File: src/hw/rtl/vna_pkg.sv
// ----------------------------------------------------------------------------
// vna_pkg: shared types and constants of the vertex normal accumulator
// Holds the opcode codes, the command word passed from the front part to the
// back part, and the fixed widths of the item fields.
// ----------------------------------------------------------------------------
package vna_pkg;

  localparam int IDX_W    = 12;
  localparam int NORM_W   = 16;
  localparam int SUM_W    = 24;
  localparam int OPCODE_W = 2;
  localparam int VCOUNT_W = 13;

  localparam logic [VCOUNT_W-1:0] VCOUNT_RESET = 13'd4096;

  localparam logic [SUM_W-1:0] SUM_MAX = 24'h7F_FFFF;
  localparam logic [SUM_W-1:0] SUM_MIN = 24'h80_0000;

  // Input opcodes.
  localparam logic [OPCODE_W-1:0] OP_ACC      = 2'd0;
  localparam logic [OPCODE_W-1:0] OP_READ     = 2'd1;
  localparam logic [OPCODE_W-1:0] OP_READ_CLR = 2'd2;

  // Command queue depth (a power of two).
  localparam int QUEUE_DEPTH = 2;
  localparam int QPTR_W      = 1;

  typedef enum logic [1:0] {
    CMD_ACC,
    CMD_READ,
    CMD_READ_CLR,
    CMD_DROP
  } cmd_kind_t;

  typedef struct packed {
    cmd_kind_t                 kind;
    logic [IDX_W-1:0]          idx_a;
    logic [IDX_W-1:0]          idx_b;
    logic [IDX_W-1:0]          idx_c;
    logic signed [NORM_W-1:0]  nx;
    logic signed [NORM_W-1:0]  ny;
    logic signed [NORM_W-1:0]  nz;
  } cmd_t;

  typedef enum logic [2:0] {
    ST_CLEAR,
    ST_IDLE,
    ST_ACC1,
    ST_ACC2,
    ST_ACC3,
    ST_READ
  } back_state_t;

endpackage

File: src/hw/rtl/vna_front.sv
// ----------------------------------------------------------------------------
// vna_front: input acceptance and classification
// Holds the vertex count register, checks the indices of each input word and
// turns it into a command for the queue.
// ----------------------------------------------------------------------------
module vna_front #(
  parameter int MAX_VERTICES = 4096
) (
  input  logic                                 clk,
  input  logic                                 rst,
  input  logic                                 cfg_write_en,
  input  logic [vna_pkg::VCOUNT_W-1:0]         cfg_write_data,
  input  logic                                 in_valid,
  output logic                                 in_ready,
  input  logic [vna_pkg::OPCODE_W-1:0]         opcode,
  input  logic [vna_pkg::IDX_W-1:0]            vertex_a,
  input  logic [vna_pkg::IDX_W-1:0]            vertex_b,
  input  logic [vna_pkg::IDX_W-1:0]            vertex_c,
  input  logic signed [vna_pkg::NORM_W-1:0]    face_nx,
  input  logic signed [vna_pkg::NORM_W-1:0]    face_ny,
  input  logic signed [vna_pkg::NORM_W-1:0]    face_nz,
  input  logic                                 clearing,
  input  logic                                 queue_full,
  output logic                                 push,
  output vna_pkg::cmd_t                        push_cmd
);

  logic [vna_pkg::VCOUNT_W-1:0] vertex_count;
  logic ok_a;
  logic ok_b;
  logic ok_c;

  always_ff @(posedge clk) begin
    if (rst) begin
      vertex_count <= vna_pkg::VCOUNT_RESET;
    end else if (cfg_write_en) begin
      vertex_count <= cfg_write_data;
    end
  end

  function automatic logic idx_ok(logic [vna_pkg::IDX_W-1:0] idx,
                                  logic [vna_pkg::VCOUNT_W-1:0] count);
    return ({1'b0, idx} < count) && (32'(idx) < 32'(MAX_VERTICES));
  endfunction

  assign ok_a = idx_ok(vertex_a, vertex_count);
  assign ok_b = idx_ok(vertex_b, vertex_count);
  assign ok_c = idx_ok(vertex_c, vertex_count);

  assign in_ready = !clearing && !queue_full;
  assign push     = in_valid && in_ready;

  always_comb begin
    push_cmd.idx_a = vertex_a;
    push_cmd.idx_b = vertex_b;
    push_cmd.idx_c = vertex_c;
    push_cmd.nx    = face_nx;
    push_cmd.ny    = face_ny;
    push_cmd.nz    = face_nz;
    unique case (opcode)
      vna_pkg::OP_ACC: begin
        push_cmd.kind = (ok_a && ok_b && ok_c) ? vna_pkg::CMD_ACC : vna_pkg::CMD_DROP;
      end
      vna_pkg::OP_READ: begin
        push_cmd.kind = ok_a ? vna_pkg::CMD_READ : vna_pkg::CMD_DROP;
      end
      vna_pkg::OP_READ_CLR: begin
        push_cmd.kind = ok_a ? vna_pkg::CMD_READ_CLR : vna_pkg::CMD_DROP;
      end
      default: begin
        push_cmd.kind = vna_pkg::CMD_DROP;
      end
    endcase
  end

endmodule

File: config.mk
export PLATFORM = sky130hd
export DESIGN_NAME = vna_front
export DESIGN_NICKNAME = d
export VERILOG_FILES = /design/src/hw/rtl/vna_pkg.sv /design/src/hw/rtl/vna_front.sv
export SDC_FILE = /design/constraint.sdc
export NUM_CORES = 1
export LEC_CHECK = 0
export BUFFER_PORTS_ARGS = -buffer_cell sky130_fd_sc_hd__buf_2
export CAP_MARGIN = 20
export CORE_AREA = 2 2 75 77
export CTS_CLUSTER_SIZE = 8
export DETAILED_ROUTE_END_ITERATION = 10
export DIE_AREA = 0 0 77 79
export PLACE_DENSITY_LB_ADDON = 0.12
export SLEW_MARGIN = 20
export SYNTH_ARGS = -nofsm -noshare
export SYNTH_HDL_FRONTEND = slang
export SYNTH_SLANG_ARGS = --single-unit
File: constraint.sdc
create_clock -name clk -period 4 [get_ports clk]
set_input_delay 0.2 -clock clk [delete_from_list [all_inputs] [get_ports clk]]
set_output_delay 0.2 -clock clk [all_outputs]
set_load 0.02 [all_outputs]
After elaboration in Yosys (flattened, before gate mapping)
Index checks and enable logic that the tools add are counted.

word-level totals
  register bits = 13
  input bits = 105
  output and inout bits = 88

operators by class
  $lt $le $gt $ge = 3
  equality and inequality tests = 2
  mux-type cells = 4
  reduce and logical (&&, ||, !) cells = 7

operator list
  kind                                            count
  < comparator 12 x 13 -> 1 bit                   3
  one-hot mux 2 bit (3 select lines)              1
  logical AND 1 bit                               4
  two-way mux 2 bit                               2
  == test 2 x 1 -> 1 bit (second input constant)  1
  == test 2 bit (second input constant)           1
  zero test 1 bit                                 2
  zero test 2 bit                                 1
  two-way mux 1 bit                               1

Longest topological paths before layout
  depth in word-level cells = 5
  depth in mapped cells = 7

Worst setup path before layout
No wires, ideal clock.

  path type = reg-to-output
  from = reg vertex_count[2] (netlist name)
  to = out push_cmd[85] (netlist name)
  arrival time = 1.727 ns
  required time = 3.800 ns
  path slack = 2.073 ns
  stages on the path, launching flop included = 8
  path through = dfxtp_1 inv_1 ha_1 or4_1 a21oi_1 nor3_1 nor4b_2 o21ai_1

RTL lines
  item                    RTL line         RTL
  start, declared         vna_front.sv:28  logic [vna_pkg::VCOUNT_W-1:0] vertex_count;
  start signal, assigned  vna_front.sv:35  vertex_count <= vna_pkg::VCOUNT_RESET;
  start signal, assigned  vna_front.sv:37  vertex_count <= cfg_write_data;
  end, declared           vna_front.sv:25  output vna_pkg::cmd_t push_cmd

==> flow_metrics.env <==
export IMPL_coreArea_um2=5340
export IMPL_worst_setup_path_end_kind="output pin"
export IMPL_finalHoldViolCount=0
export IMPL_crit_path_end="push_cmd[85]"
export IMPL_cp_required_ps=3800
export IMPL_dpl_cell_area_um2=1830
export IMPL_drt_first_pass_iters=4
export IMPL_fp_dieW_um=77
export IMPL_synth_flop_cell="dfxtp_1"
export IMPL_period_minus_slack_ps=2440
export IMPL_largest_reg_flops=13
export IMPL_cts_tree="done"
export IMPL_ys_types=32
export IMPL_cts_resized=0
export IMPL_clockBufferDepth=2
export IMPL_root_buffer="clkbuf_8"
export IMPL_clock_sinks=13
export IMPL_die_y_um=79
export IMPL_regMostFlops="vertex_count"
export IMPL_wl_per_cell_um=12.2
export IMPL_finalCritPeriodShare_pct=61.1
export IMPL_min_path_type="input port to flop"
export IMPL_setup_viol=0
export IMPL_drive_gt1_share_pct=43.0
export IMPL_slew_violations=0
export IMPL_fin_skew_ps=0
export IMPL_outcome="finished clean"
export IMPL_maxCapViolCount=0
export IMPL_drt_total_wl_mm=3.86
export IMPL_fin_setup_tns_ps=0
export IMPL_row_count=27
export IMPL_clk_pin_slew_ps=60
export IMPL_grt_usage_pct=11.5
export IMPL_clock_latency_ps=240
export IMPL_io_buffer_count=96
export IMPL_vias=1430
export IMPL_synth_largest_area_cell="buf_4"
export IMPL_numCtsBuffers=3
export IMPL_crit_fanout=3
export IMPL_yosysMostFrequentCell="buf_4"
export IMPL_ff2ff_setup_slack_ps=3190
export IMPL_power_leakage_nw=0.975
export IMPL_peakVddDrop_mv=0.143
export IMPL_max_slew_margin_pct=64.9
export IMPL_largest_registers="vertex_count x13"
export IMPL_max_freq_mhz=409
export IMPL_synth_seq_cells=13
export IMPL_reg2reg_from="vertex_count[12]"
export IMPL_grt_pass1_wl_mm=5.66
export IMPL_final_antenna_net_count=0
export IMPL_cellPowerDensity_nw_per_um2=233
export IMPL_drc=0
export IMPL_design_die_area_um2=6080
export IMPL_worst_setup_path_type="flop to output pin"
export IMPL_cts_hold_buffers_added=0
export IMPL_post_route_util_pct=35.2
export IMPL_worstMarginPinSlew_ps=522
export IMPL_syn_inst=231
export IMPL_timing_rr_end="vertex_count[12]"
export IMPL_worst_slack_ps=1560
export IMPL_async_reset_ff_share_pct=0
export IMPL_critPathLaunchType="flop"
export IMPL_fin_area_um2=1880
export IMPL_synth_edff_count=0
export IMPL_drt_iter0_drc=33
export IMPL_antenna_found_initial=0
export IMPL_synthesis_area_um2=1900
export IMPL_syn2layout_area_growth_pct=-1.38
export IMPL_yosys_warnings=0
export IMPL_pin_count=193
export IMPL_start_util_pct=35.7
export IMPL_n_antenna_cell=0
export IMPL_startpoint="vertex_count[2]"
export IMPL_avgViaCountPerCell=4.53
export IMPL_synth_top_area_share_pct=33.1
export IMPL_grt_max_degree=15
export IMPL_place_gp_congestion=0.760
export IMPL_preCtsSetupSlack_ps=1820
export IMPL_grt_pass1_vias=1226
export IMPL_post_cts_buffers=0
export IMPL_syn_area_per_cell_um2=8.24
export IMPL_h_tree_depth=1
export IMPL_overflow=0
export IMPL_rsz0062_at_grt="false"
export IMPL_fin_nets=383
export IMPL_ys_seq_area_share_pct=13.7
export IMPL_synthTopCellsByCount="buf_4, ha_1, nor2_1"
export IMPL_arrival_ps=2240
export IMPL_hp_start="cfg_write_data[12]"
export IMPL_syn_num_nets=369
export IMPL_rr_worst_depth=2
export IMPL_yosys_top_cells_area="buf_4, ha_1, dfxtp_1"
## stage by stage
step	cells	power (mW)	hold WS (ps)
2_1_floorplan	231	0.350	272
3_3_place_gp	312	0.329	400
3_5_place_dp	312	0.328	400
4_1_cts	316	0.446	166
5_1_grt	316	0.473	177
6_report	316	0.438	170
## metal layers
| layer | global-route usage (%) | share of wire [%] |
|---|---|---|
| met3 | 3.18 | 9.1 |
| met2 | 18.4 | 44 |
| met1 | 15.5 | 46 |
| met5 | 0 | 0 |
| met4 | 2.32 | 0.60 |
## logic make-up (layout without fill, tap and decap cells)
group | Yosys count | after routing | share of synthesized area (%)
buffers and inverters | 98 | 111 | 35.9
adder cells (fa/ha/maj) | 33 | 33 | 21.7
AND/OR/NAND/NOR | 46 | 46 | 12.7
multiplexers | 12 | 12 | 6.31
flip-flops | 13 | 13 | 13.7
AO/OA/AOI/OAI | 29 | 29 | 9.72
## where the power goes
group | internal, mW | switching [mW] | total [mW]
Sequential | 0.137 | 0.00450 | 0.142
Clock | 0.0687 | 0.0465 | 0.115
Combinational | 0.0791 | 0.102 | 0.181
Total | 0.285 | 0.153 | 0.438
## cell usage in the layout (no fill, tap or decap), types with 4 or more instances in the layout
cell,n
a21o_1,4
or2_2,4
inv_1,11
nand2_1,5
dfxtp_1,13
a21oi_1,11
nor2_1,17
mux2i_1,12
ha_1,33
buf_2,96
## critical path, stage by stage (launching register included)
cell     delay (ps)
dfxtp_1         330
inv_1            80
ha_1            180
or4_1           510
a21oi_1         150
nor3_1          100
nor4b_2         360
o21ai_1         130
buf_2           170
## how the worst min path moves through the flow
stage	cells past startpoint	slack, ps	end
finish	2	170	vertex_count[12]
floorplan	1	270	vertex_count[1]
global placement	0	400	push_cmd[11]
CTS	2	170	vertex_count[12]
global route	2	180	vertex_count[12]
detailed placement	0	400	push_cmd[11]
## area by class of cell
type	instances	area, µm²
Fill cell	601	3460
Multi-Input combinational cell	120	960
Timing Repair Buffer	96	480
Sequential cell	13	260
Tap cell	72	90.1
Clock buffer	3	41.3
Inverter	11	41.3
Clock inverter	1	5.00
Note: power is estimated with default switching activity, not from simulation.
