File: src/hw/rtl/vna_pkg.sv
// ----------------------------------------------------------------------------
// vna_pkg: shared types and constants of the vertex normal accumulator
// Holds the opcode codes, the command word passed from the front part to the
// back part, and the fixed widths of the item fields.
// ----------------------------------------------------------------------------
package vna_pkg;

  localparam int IDX_W    = 12;
  localparam int NORM_W   = 16;
  localparam int SUM_W    = 24;
  localparam int OPCODE_W = 2;
  localparam int VCOUNT_W = 13;

  localparam logic [VCOUNT_W-1:0] VCOUNT_RESET = 13'd4096;

  localparam logic [SUM_W-1:0] SUM_MAX = 24'h7F_FFFF;
  localparam logic [SUM_W-1:0] SUM_MIN = 24'h80_0000;

  // Input opcodes.
  localparam logic [OPCODE_W-1:0] OP_ACC      = 2'd0;
  localparam logic [OPCODE_W-1:0] OP_READ     = 2'd1;
  localparam logic [OPCODE_W-1:0] OP_READ_CLR = 2'd2;

  // Command queue depth (a power of two).
  localparam int QUEUE_DEPTH = 2;
  localparam int QPTR_W      = 1;

  typedef enum logic [1:0] {
    CMD_ACC,
    CMD_READ,
    CMD_READ_CLR,
    CMD_DROP
  } cmd_kind_t;

  typedef struct packed {
    cmd_kind_t                 kind;
    logic [IDX_W-1:0]          idx_a;
    logic [IDX_W-1:0]          idx_b;
    logic [IDX_W-1:0]          idx_c;
    logic signed [NORM_W-1:0]  nx;
    logic signed [NORM_W-1:0]  ny;
    logic signed [NORM_W-1:0]  nz;
  } cmd_t;

  typedef enum logic [2:0] {
    ST_CLEAR,
    ST_IDLE,
    ST_ACC1,
    ST_ACC2,
    ST_ACC3,
    ST_READ
  } back_state_t;

endpackage

File: src/hw/rtl/vna_queue.sv
// ----------------------------------------------------------------------------
// vna_queue: command queue
// A short first-in first-out buffer of commands between the front part and
// the back part.
// ----------------------------------------------------------------------------
module vna_queue (
  input  logic          clk,
  input  logic          rst,
  input  logic          push,
  input  vna_pkg::cmd_t push_cmd,
  output logic          full,
  input  logic          pop,
  output logic          not_empty,
  output vna_pkg::cmd_t head
);

  vna_pkg::cmd_t                entries [vna_pkg::QUEUE_DEPTH];
  logic [vna_pkg::QPTR_W-1:0]   wptr;
  logic [vna_pkg::QPTR_W-1:0]   rptr;
  logic [vna_pkg::QPTR_W:0]     count;

  assign full      = (count == (vna_pkg::QPTR_W+1)'(vna_pkg::QUEUE_DEPTH));
  assign not_empty = (count != '0);
  assign head      = entries[rptr];

  always_ff @(posedge clk) begin
    if (rst) begin
      wptr  <= '0;
      rptr  <= '0;
      count <= '0;
    end else begin
      if (push) begin
        wptr <= wptr + 1'b1;
      end
      if (pop) begin
        rptr <= rptr + 1'b1;
      end
      if (push && !pop) begin
        count <= count + 1'b1;
      end else if (pop && !push) begin
        count <= count - 1'b1;
      end
    end
  end

  always_ff @(posedge clk) begin
    if (push) begin
      entries[wptr] <= push_cmd;
    end
  end

endmodule

File: config.mk
export PLATFORM = sky130hd
export DESIGN_NAME = vna_queue
export DESIGN_NICKNAME = d
export VERILOG_FILES = /design/src/hw/rtl/vna_pkg.sv /design/src/hw/rtl/vna_queue.sv
export SDC_FILE = /design/constraint.sdc
export NUM_CORES = 1
export LEC_CHECK = 0
export ABC_CLOCK_PERIOD_IN_PS = 7000
export BUFFER_PORTS_ARGS = -buffer_cell sky130_fd_sc_hd__buf_2
export CORE_MARGIN = 10
export CORE_UTILIZATION = 40
export DETAILED_ROUTE_END_ITERATION = 8
export GPL_TIMING_DRIVEN = 1
export PLACE_DENSITY_LB_ADDON = 0.15
export SLEW_MARGIN = 20
export SYNTH_ARGS = -nofsm -noshare
export SYNTH_HDL_FRONTEND = slang
export SYNTH_SLANG_ARGS = --single-unit
File: constraint.sdc
create_clock -name clk -period 7 [get_ports clk]
set_input_delay 1.05 -clock clk [delete_from_list [all_inputs] [get_ports clk]]
set_output_delay 1.05 -clock clk [all_outputs]
set_load 0.005 [all_outputs]
Word level (Yosys, flattened, before mapping)
Memories as Yosys holds them, arrays and structs flattened. A register that Yosys moved wholly into a read port is not among the register bits.
Index checks and enable logic that the tools add are counted.
{"block": "op_classes", "addsub": 4, "n_reduce_logical": 6, "n_eq_ne": 1, "mux": 6}
{"cell": "2-to-1 mux 1 bit", "n": 4}
{"cell": "2-to-1 mux 2 bit", "n": 2}
{"cell": "nonzero test 2 bit", "n": 2}
{"cell": "adder 1 bit (second input constant)", "n": 2}
{"cell": "adder 2 x 1 -> 2 bit (second input constant)", "n": 1}
{"cell": "equality test 2 bit (second input constant)", "n": 1}
{"cell": "logical AND 1 bit", "n": 2}
{"cell": "zero test 1 bit", "n": 2}
{"cell": "subtractor 2 x 1 -> 2 bit (second input constant)", "n": 1}
{"block": "word_totals", "regBits": 4, "memories": 1, "input_bits": 90, "output_inout_bits": 88, "word_cells": 21, "ramBits": 172}
{"memory": "entries", "depth": 2, "width": 86, "read_ports": 1, "rd_clocked_by_memory_dff": 1, "wr": 1, "line": "vna_queue.sv:17", "source": "vna_pkg::cmd_t entries [vna_pkg::QUEUE_DEPTH];"}

Longest topological paths before layout
Gate-level depths: netlist of run 1.
{"block": "logic_depth", "ltp_word": 4, "ltp_mapped": 5, "mapped_depth_nobuf": 5}

Least setup slack after synthesis of run 1
No wires, ideal clock.
{"block": "synth_timing", "path_kind": "in2reg", "startpoint": "input push", "endpoint": "memory entries[0][0] in the netlist's numbering, enable pin", "path_buffers": 0, "cell_stages": 1, "t_required_ps": 6459, "setup_time_ps": 541, "slack_ps": 1654, "arrival_time_ps": 4804, "cell_sequence": "nor2b_1"}
{"block": "synth_via", "elab_chain_cells": 2}
{"item": "start: declaration", "line": "vna_queue.sv:9", "source": "input logic push,"}
{"item": "2-to-1 mux 1 bit", "line": "vna_queue.sv:47", "source": "if (push) begin"}
{"item": "2-to-1 mux 1 bit (implied by the code)", "line": "vna_queue.sv:48", "source": "entries[wptr] <= push_cmd;"}
{"item": "end: declaration", "line": "vna_queue.sv:17"}
No other way between the ends.

==> results of run 1 <==
==> where the power goes <==
part	switching, W	internal, W
logic	0.000107	0.000130
clock network	0.000379	0.000524
registers	0.0000266	0.00124
==> final timing paths <==
path	startpoint	endpoint	slack, ns	depth (start not counted)
max	flip-flop	head[66]	3.49	3
min	rptr	flip-flop	0.53	2
max reg2reg	wptr	entries[0][76]	4.90	2
min reg2reg	rptr	flip-flop	0.53	2
==> tightest hold or removal path: stages, from the launching register on <==
cell and delay [ns]:
dfxtp_1 0.33, xnor2_1 0.08, nor2_1 0.07
==> final cells by class <==
type,count,area share [%]
diodes,3,0.0909
clock buffers,18,5.20
clock inverters,14,1.70
inverters,1,0.0454
multi-input cells,102,14.9
flip-flops and latches,177,63.8
well taps,216,3.27
repair buffers,180,11.0
==> sequential cells by signal, summed over array words and instances (netlist names), named ones only <==
name / count
rptr: 1
entries: 172
count: 2
wptr: 1
==> cells by family after synthesis <==
kind of cell	count (synthesis)	synth area share, %
buf+inv	11	1.97
fa+ha+maj	1	0.189
mux	86	16.9
xor+xnor	4	0.529
flops	177	79.6
compound gates	2	0.151
simple gates	9	0.700
==> metrics by stage <==
step / util (%) / setup WS (ns) / hold slack, ns
CTS: 51.4 / 3.41 / 0.534
global route: 51.4 / 3.33 / 0.568
floorplan: - / 1.65 / 0.456
detailed placement: 47.8 / 3.87 / 0.515
finish: 51.4 / 3.49 / 0.528
global placement: 47.8 / 3.89 / 0.478
==> routing by layer <==
metal	track usage [%]	share of wire, %	vias to the layer above
met2	17.4	45	132
met5	0	0	-
li1	-	-	1528
met1	13.7	41	1587
met3	7.19	13	14
met4	4.31	1.3	0
==> cell usage in the layout, fill, tap and decap left out, types with 2 or more instances in the layout <==
master and instances:
clkbuf_16 17, inv_6 2, nor2_1 4, buf_4 3
dfxtp_1 4, clkinv_2 5, xor2_1 2, mux2_2 46
clkinv_4 3, edfxtp_1 172, bufinv_16 2, xnor2_1 2
buf_2 177, mux2_4 40, diode_2 3
==> metrics.cfg, run 1 <==
[critical_path]
endpoint_kind = output pin
crit_type = reg -> out
worstPathCellList = buf_4 > mux2_2 > buf_2
critPathMaxStageDelay_ns = 0.76
crit_required_ns = 5.95
cp_max_fo = 45
crit_arrival_ns = 2.46
setup.worst_path.start_class = flip-flop
timing.critical_path.buf_inv = 2
cpLargestDelayFamily = buffers and inverters
critical_path.slowest_cell = dfxtp_4

[timing]
max_slew_margin_pct = 34.2
hold_viol_final = 0
fin_crit_ns = 3.51
setup_tns_ns = 0
max_slew.worst_pin.slew_ns = 0.988
max_freq_ghz = 0.285
rsz0062_at_grt = false
drv_slew = 0
finalCritPeriodShare_pct = 50.2
skew_ns = 0.00547
setup_viol = 0

[global_route]
grt_overflow = 0
grt_pass1_wl_um = 19900
grt_max_degree = 71
grt_pass1_vias = 3561
grtUsageTotal_pct = 11.8
antenna_found_initial = 3

[placement]
gp_congestion = 0.684
post_dp_cell_area_sq_um = 7680
port_buffers = 177
dp_hpwl_um = 9030
dp_cells = 676

[routing]
ant_nets = 0
routedWlPerCell_um = 18.3
vias = 3261
wirelength_um = 13000
first_pass_iters = 4
drc = 0
viasPerCell = 4.59
drt_iter0_markers = 143

[clock_network]
numCtsBuffers = 17
post_cts_buffers = 0
cts_root_buffer = clkbuf_16
clk-insertion-delay-late_ns = 0.42
cts.path.max_buffers = 2
cts_tree = done
cts.clk_slew.worst_paths_ns = 0.06
post_cts_resized = 0
cts.sinks = 177
hold_buffers = 0
ctsHtreeMaxLevel = 4

[floorplan]
pin_count = 178
die_h_um = 149
die_x_um = 149
die-area_sq_um = 22100
initial_core_util_pct = 41.2
core_sq_um = 16100
rows = 46

[final_layout]
final_area_sq_um = 8260
stdcell_count = 711
drive_gt1_share_pct = 61.0
multi_input_area_sq_um = 1230
fill_cells = 1314
area_delta_synth_final_pct = 24.8
layout.nets = 570
seqCellArea_sq_um = 5270

[min_path]
hold_class = reg -> reg

[status]
outcome = finished, final reports clean

[logic_synthesis]
async_flop_share_pct = 0
synthCells = 290
synthDistinctLibCells = 19
synth_commonest_cells = 172 x edfxtp_1, 46 x mux2_2, 40 x mux2_4, 5 x dfxtp_1
syn-num-nets = 381
syn_area_sq_um = 6620
ys_warn_count = 0
yosys.area.top_type = edfxtp_1
yosys_most_used_dff = edfxtp_1
synth-edff-count = 172
ys_seq_elements = 177
synth_top_area_share_pct = 78.0
synth_most_common_cell = edfxtp_1
ys_top_cells_by_area = edfxtp_1 78%, mux2_4 9.1%, mux2_2 7.8%, dfxtp_1 1.5%, buf_12 1.2%
avgSynthCellArea_sq_um = 22.8
ys_seq_area_share_pct = 79.6

[run]
maxCapViolations = 0

[pwr]
p_leak_nw = 3.18
vdd_drop_max_mv = 0.167
cellPowerDensity_nw_per_um2 = 291
p_total_w = 0.00240

Power figures use the tool's default switching activity.
==> run 2, diff against run 1 <==
ABC_CLOCK_PERIOD_IN_PS = 3000   (was 7000)
clock period = 3 ns   (was 7 ns; I/O delays follow)
==> metrics.cfg, run 2 (synthesis results as in run 1) <==
[clock_network]
ctsHtreeMaxLevel = 4  ; unchanged
numCtsBuffers = 17  ; unchanged
post_cts_resized = 0  ; unchanged
cts_tree = done  ; unchanged
clk-insertion-delay-late_ns = 0.41  ; was 0.42 ns
cts.sinks = 177  ; unchanged
hold_buffers = 0  ; unchanged
cts_root_buffer = clkbuf_16  ; unchanged
cts.clk_slew.worst_paths_ns = 0.06  ; about the same
cts.path.max_buffers = 2  ; unchanged
post_cts_buffers = 0  ; unchanged

[critical_path]
setup.worst_path.start_class = flip-flop  ; unchanged
crit_arrival_ns = 1.96  ; was 2.46 ns
cpLargestDelayFamily = flip-flops  ; was buffers and inverters
crit_required_ns = 2.55  ; was 5.95 ns
cp_max_fo = 30  ; was 45
crit_cells = 3  ; unchanged
timing.critical_path.buf_inv = 2  ; unchanged
worstPathCellList = buf_4 > mux2_2 > buf_2  ; unchanged
critical_path.slowest_cell = dfxtp_4  ; unchanged
reg2regPathDepth = 2  ; unchanged
endpoint_kind = output pin  ; unchanged
crit_type = reg -> out  ; unchanged
critPathMaxStageDelay_ns = 0.68  ; was 0.76 ns

[routing]
routedWlPerCell_um = 18.3  ; about the same
ant_nets = 0  ; unchanged
drc = 0  ; unchanged
drt_iter0_markers = 162  ; was 143
first_pass_iters = 4  ; unchanged
viasPerCell = 4.57  ; was 4.59
wirelength_um = 13100  ; was 13,000 um
vias = 3257  ; was 3,261

[floorplan]
rows = 46  ; unchanged
die_x_um = 149  ; unchanged
die-area_sq_um = 22100  ; unchanged
die_h_um = 149  ; unchanged
core_sq_um = 16100  ; unchanged
initial_core_util_pct = 41.2  ; unchanged
pin_count = 178  ; unchanged

[pwr]
p_total_w = 0.00567  ; was 0.00240 W
p_leak_nw = 3.21  ; was 3.18 nW
vdd_drop_max_mv = 0.402  ; was 0.167 mV
cellPowerDensity_nw_per_um2 = 682  ; was 291 nW/um^2

[final_layout]
n_antenna_cell = 0  ; was 3
multi_input_area_sq_um = 1230  ; unchanged
final_common_cell = buf_2  ; unchanged
fill_cells = 1340  ; was 1,314
final_cell_mix = 177 x buf_2, 172 x edfxtp_1, 46 x mux2_2  ; unchanged
seqCellArea_sq_um = 5270  ; unchanged
final_area_sq_um = 8320  ; was 8260 sq um
drive_gt1_share_pct = 60.9  ; was 61.0%
reg.largest.list = entries x172, count x2  ; unchanged
layout.nets = 574  ; was 570
largest_reg_flops = 172  ; unchanged
largest-register = entries  ; unchanged
stdcell_count = 712  ; was 711
area_delta_synth_final_pct = 25.8  ; was 24.8%

[timing]
hold_viol_final = 0  ; unchanged
setup_tns_ns = 0  ; unchanged
drv_slew = 0  ; unchanged
max_slew_margin_pct = 56.6  ; was 34.2%
max_freq_ghz = 0.416
finalCritPeriodShare_pct = 80.2
fin_crit_ns = 2.41
skew_ns = 0.00710  ; was 0.00547 ns
rsz0062_at_grt = false  ; unchanged
max_slew.worst_pin.slew_ns = 0.651  ; was 0.988 ns
setup_viol = 0  ; unchanged

[global_route]
globalRouteMet1Util_pct = 13.7  ; about the same
antenna_found_initial = 2  ; was 3
grt_util_met3_pct = 5.83  ; was 7.19%
grt_pass1_vias = 3558  ; was 3,561
grt_max_degree = 48  ; was 71
grtUsageTotal_pct = 11.8  ; about the same
met2_usage_pct = 18.5  ; was 17.4%
grt_pass1_wl_um = 19800  ; was 19,900 um
grt_overflow = 0  ; unchanged
grt-busiest-layer = met2  ; unchanged

[min_path]
hold_class = in -> reg  ; was reg -> reg
whs_path_depth = 1  ; was 2

[placement]
gp_congestion = 0.744  ; was 0.684
post_dp_cell_area_sq_um = 7740  ; was 7680 sq um
port_buffers = 177  ; unchanged
dp_hpwl_um = 9160  ; was 9030 um
dp_cells = 680  ; was 676

[run]
maxCapViolations = 0  ; unchanged

[status]
outcome = finished, final reports clean  ; unchanged

## run 2: power by group
part           switching [W]  internal, W  total (W)
Clock               0.000863      0.00130    0.00216
Sequential         0.0000566      0.00288    0.00294
Combinational       0.000258     0.000314   0.000572
Total                0.00118      0.00449    0.00567
## run 2: path summary, 6_finish.rpt
path	startpoint	end	slack, ns
hold / removal	push_cmd[75]	entries[1][75]	0.22
setup reg to reg	wptr	entries[1][36]	1.46
hold reg to reg	count[1]	count[1]	0.50
setup / recovery	flip-flop	head[82]	0.59
## run 2: final cells by class
cell class	count	share of cell area (%)
Sequential cell	177	63.3
Multi-Input combinational cell	102	14.8
Timing Repair Buffer	184	11.6
Clock buffer	24	5.79
Tap cell	216	3.25
Clock inverter	8	1.23
Inverter	1	0.0451
## run 2: worst register-to-register path: cells and delay by family, from the launching register on
| kind | cells | cell delay, ns |
|---|---|---|
| buffers and inverters | 1 | 0.42 |
| DFF | 1 | 0.41 |
| and+or+nand+nor | 1 | 0.36 |
## run 2: stage by stage
stage               setup WS, ns  hold slack, ns  utilization (%)
global route               0.466           0.197             51.8
global placement           0.996           0.477             48.2
finish                     0.594           0.221             51.8
detailed placement         0.967           0.494             48.2
CTS                        0.516           0.200             51.8
floorplan                  0.107           0.456                -
## run 2: per-layer routing
metal | up-vias | share of wire (%)
li1 | 1532 | -
met1 | 1584 | 41
met2 | 125 | 48
met3 | 14 | 9.8
met4 | 2 | 1.1
met5 | - | 0.10
==> run 3, diff against run 2 <==
ABC_CLOCK_PERIOD_IN_PS = 2200   (was 3000)
clock period = 2.2 ns   (was 3 ns; I/O delays follow)
==> metrics.cfg, run 3 (synthesis results as in run 1) <==
[global_route]
grt_overflow = 0  ; unchanged
antenna_found_initial = 1  ; was 2
grtUsageTotal_pct = 11.9  ; was 11.8%
grt_max_degree = 53  ; was 48
grt_pass1_wl_um = 20000  ; was 19,800 um
grt_pass1_vias = 3637  ; was 3,558

[final_layout]
seqCellArea_sq_um = 5270  ; unchanged
reg.largest.list = entries x172, count x2  ; unchanged
final_area_sq_um = 8320  ; about the same
largest-register = entries  ; unchanged
drive_gt1_share_pct = 60.6  ; was 60.9%
area_delta_synth_final_pct = 25.7  ; was 25.8%
final_cell_mix = 177 x buf_2, 172 x edfxtp_1, 46 x mux2_2  ; unchanged
multi_input_area_sq_um = 1230  ; unchanged
final_common_cell = buf_2  ; unchanged
layout.nets = 580  ; was 574
fill_cells = 1312  ; was 1,340
largest_reg_flops = 172  ; unchanged

[critical_path]
reg2regPathDepth = 2  ; unchanged
crit_required_ns = 1.87  ; was 2.55 ns
cp_max_fo = 38  ; was 30
setup.worst_path.start_class = flip-flop  ; unchanged
crit_type = reg -> out  ; unchanged
crit_arrival_ns = 1.64  ; was 1.96 ns
r2r_slack_ns = 0.76  ; was 1.46 ns
r2r-start = wptr  ; unchanged
endpoint_kind = output pin  ; unchanged
rr_endpoint = entries[1][34]  ; was entries[1][36]

[timing]
max_slew.worst_pin.slew_ns = 0.545  ; was 0.651 ns
drv_slew = 0  ; unchanged
finalHoldWorstSlack_ns = 0.103  ; was 0.221 ns
max_slew_margin_pct = 63.7  ; was 56.6%
setup_tns_ns = 0  ; unchanged
hold_viol_final = 0  ; unchanged
max_freq_ghz = 0.508
final.setup.worst_slack_ns = 0.233  ; was 0.594 ns
setup_viol = 0  ; unchanged
fin_crit_ns = 1.97
finalCritPeriodShare_pct = 89.4
rsz0062_at_grt = false  ; unchanged
skew_ns = 0.00511  ; was 0.00710 ns

[pwr]
p_int_w = 0.00581  ; was 0.00449 W
comb_power_share_pct = 11.2  ; was 10.1%
p_total_w = 0.00740  ; was 0.00567 W
vdd_drop_max_mv = 0.479  ; was 0.402 mV
netSwitchingFraction_pct = 21.5  ; was 20.8%
p_sw_w = 0.00159  ; was 0.00118 W
p_leak_nw = 3.21  ; about the same
cellPowerDensity_nw_per_um2 = 889  ; was 682 nW/um^2
p_seq_share_pct = 53.9  ; was 51.8%
power_frac_clock_pct = 34.9  ; was 38.1%

[clock_network]
cts.path.max_buffers = 2  ; unchanged
clk-insertion-delay-late_ns = 0.41  ; about the same
cts_root_buffer = clkbuf_16  ; unchanged
hold_buffers = 0  ; unchanged
cts_tree = done  ; unchanged
ctsHtreeMaxLevel = 4  ; unchanged
cts.clk_slew.worst_paths_ns = 0.06  ; about the same
numCtsBuffers = 17  ; unchanged
cts.sinks = 177  ; unchanged

[floorplan]
core_sq_um = 16100  ; unchanged
pin_count = 178  ; unchanged
die_h_um = 149  ; unchanged
rows = 46  ; unchanged
die-area_sq_um = 22100  ; unchanged
die_x_um = 149  ; unchanged
initial_core_util_pct = 41.2  ; unchanged

[routing]
vias = 3277  ; was 3,257
drt_iter0_markers = 194  ; was 162
viasPerCell = 4.55  ; was 4.57
wl_met2_um = 6110  ; was 6320 um
first_pass_iters = 4  ; unchanged
highest_layer = met5  ; unchanged
routedWlPerCell_um = 18.2  ; was 18.3 um
met3_length_um = 1350  ; was 1280 um
wirelength_um = 13100  ; about the same
ant_nets = 0  ; unchanged
drc = 0  ; unchanged
met1_length_um = 5500  ; was 5290 um

[run]
maxCapViolations = 0  ; unchanged

[placement]
dp_hpwl_um = 9040  ; was 9160 um
pre_cts_ws_ns = 0.491  ; was 0.967 ns
post_dp_cell_area_sq_um = 7760  ; was 7740 sq um
port_buffers = 177  ; unchanged
gp_congestion = 0.695  ; was 0.744

[min_path]
holdCritStartpoint = push_cmd[71]  ; was push_cmd[75]
hold_end = entries[1][71]  ; was entries[1][75]
hold_class = in -> reg  ; unchanged
whs_path_depth = 1  ; unchanged

[status]
outcome = finished, final reports clean  ; unchanged

==> run 3: per-stage QoR <==
step | util [%] | cells
after floorplan | - | 290
after global placement | 48.3 | 680
after detailed placement | 48.3 | 680
after CTS | 51.5 | 712
after global routing | 51.8 | 718
final | 51.8 | 720
==> run 3: worst max-delay path, stage by stage, from the launching register on <==
cell     delay (ns)
dfxtp_4        0.45
buf_12         0.25
mux2_2         0.38
buf_2          0.13
==> run 3: area by class of cell <==
type / instances / area share [%]
Clock buffer: 20 / 5.25
Antenna cell: 2 / 0.0602
Tap cell: 216 / 3.25
Sequential cell: 177 / 63.3
Multi-Input combinational cell: 102 / 14.8
Inverter: 1 / 0.0451
Timing Repair Buffer: 190 / 12.4
Clock inverter: 12 / 0.842
==> run 3: power by group through the flow <==
stage / clock [W] / sequential (W) / combinational (W)
3_5_place_dp: 0 / 0.00407 / 0.000830
6_report: 0.00258 / 0.00399 / 0.000830
2_1_floorplan: 0 / 0.00405 / 0.000480
4_1_cts: 0.00267 / 0.00400 / 0.000834
5_1_grt: 0.00283 / 0.00401 / 0.000915
3_3_place_gp: 0 / 0.00406 / 0.000822
==> run 3: what timing repair did <==
item	in CTS	in global routing
resized for setup	0	0
endpoints found under the setup margin	0	5
setup buffers	0	6
==> run 3: worst max-delay path by stage <==
stage | start | to | slack [ns] | depth (start not counted)
floorplan | push | entries[0][0] | 0.14 | 1
finish | flip-flop | head[70] | 0.23 | 3
detailed placement | flip-flop | head[70] | 0.49 | 3
global route | flip-flop | head[70] | 0.14 | 3
CTS | flip-flop | head[70] | 0.03 | 3
global placement | flip-flop | head[12] | 0.49 | 3
==> run 3: per-layer routing <==
layer	track usage, %	vias to the layer above
met2	18.2	115
met1	13.8	1602
met4	3.72	2
li1	-	1545
met3	7.01	13
met5	0	-
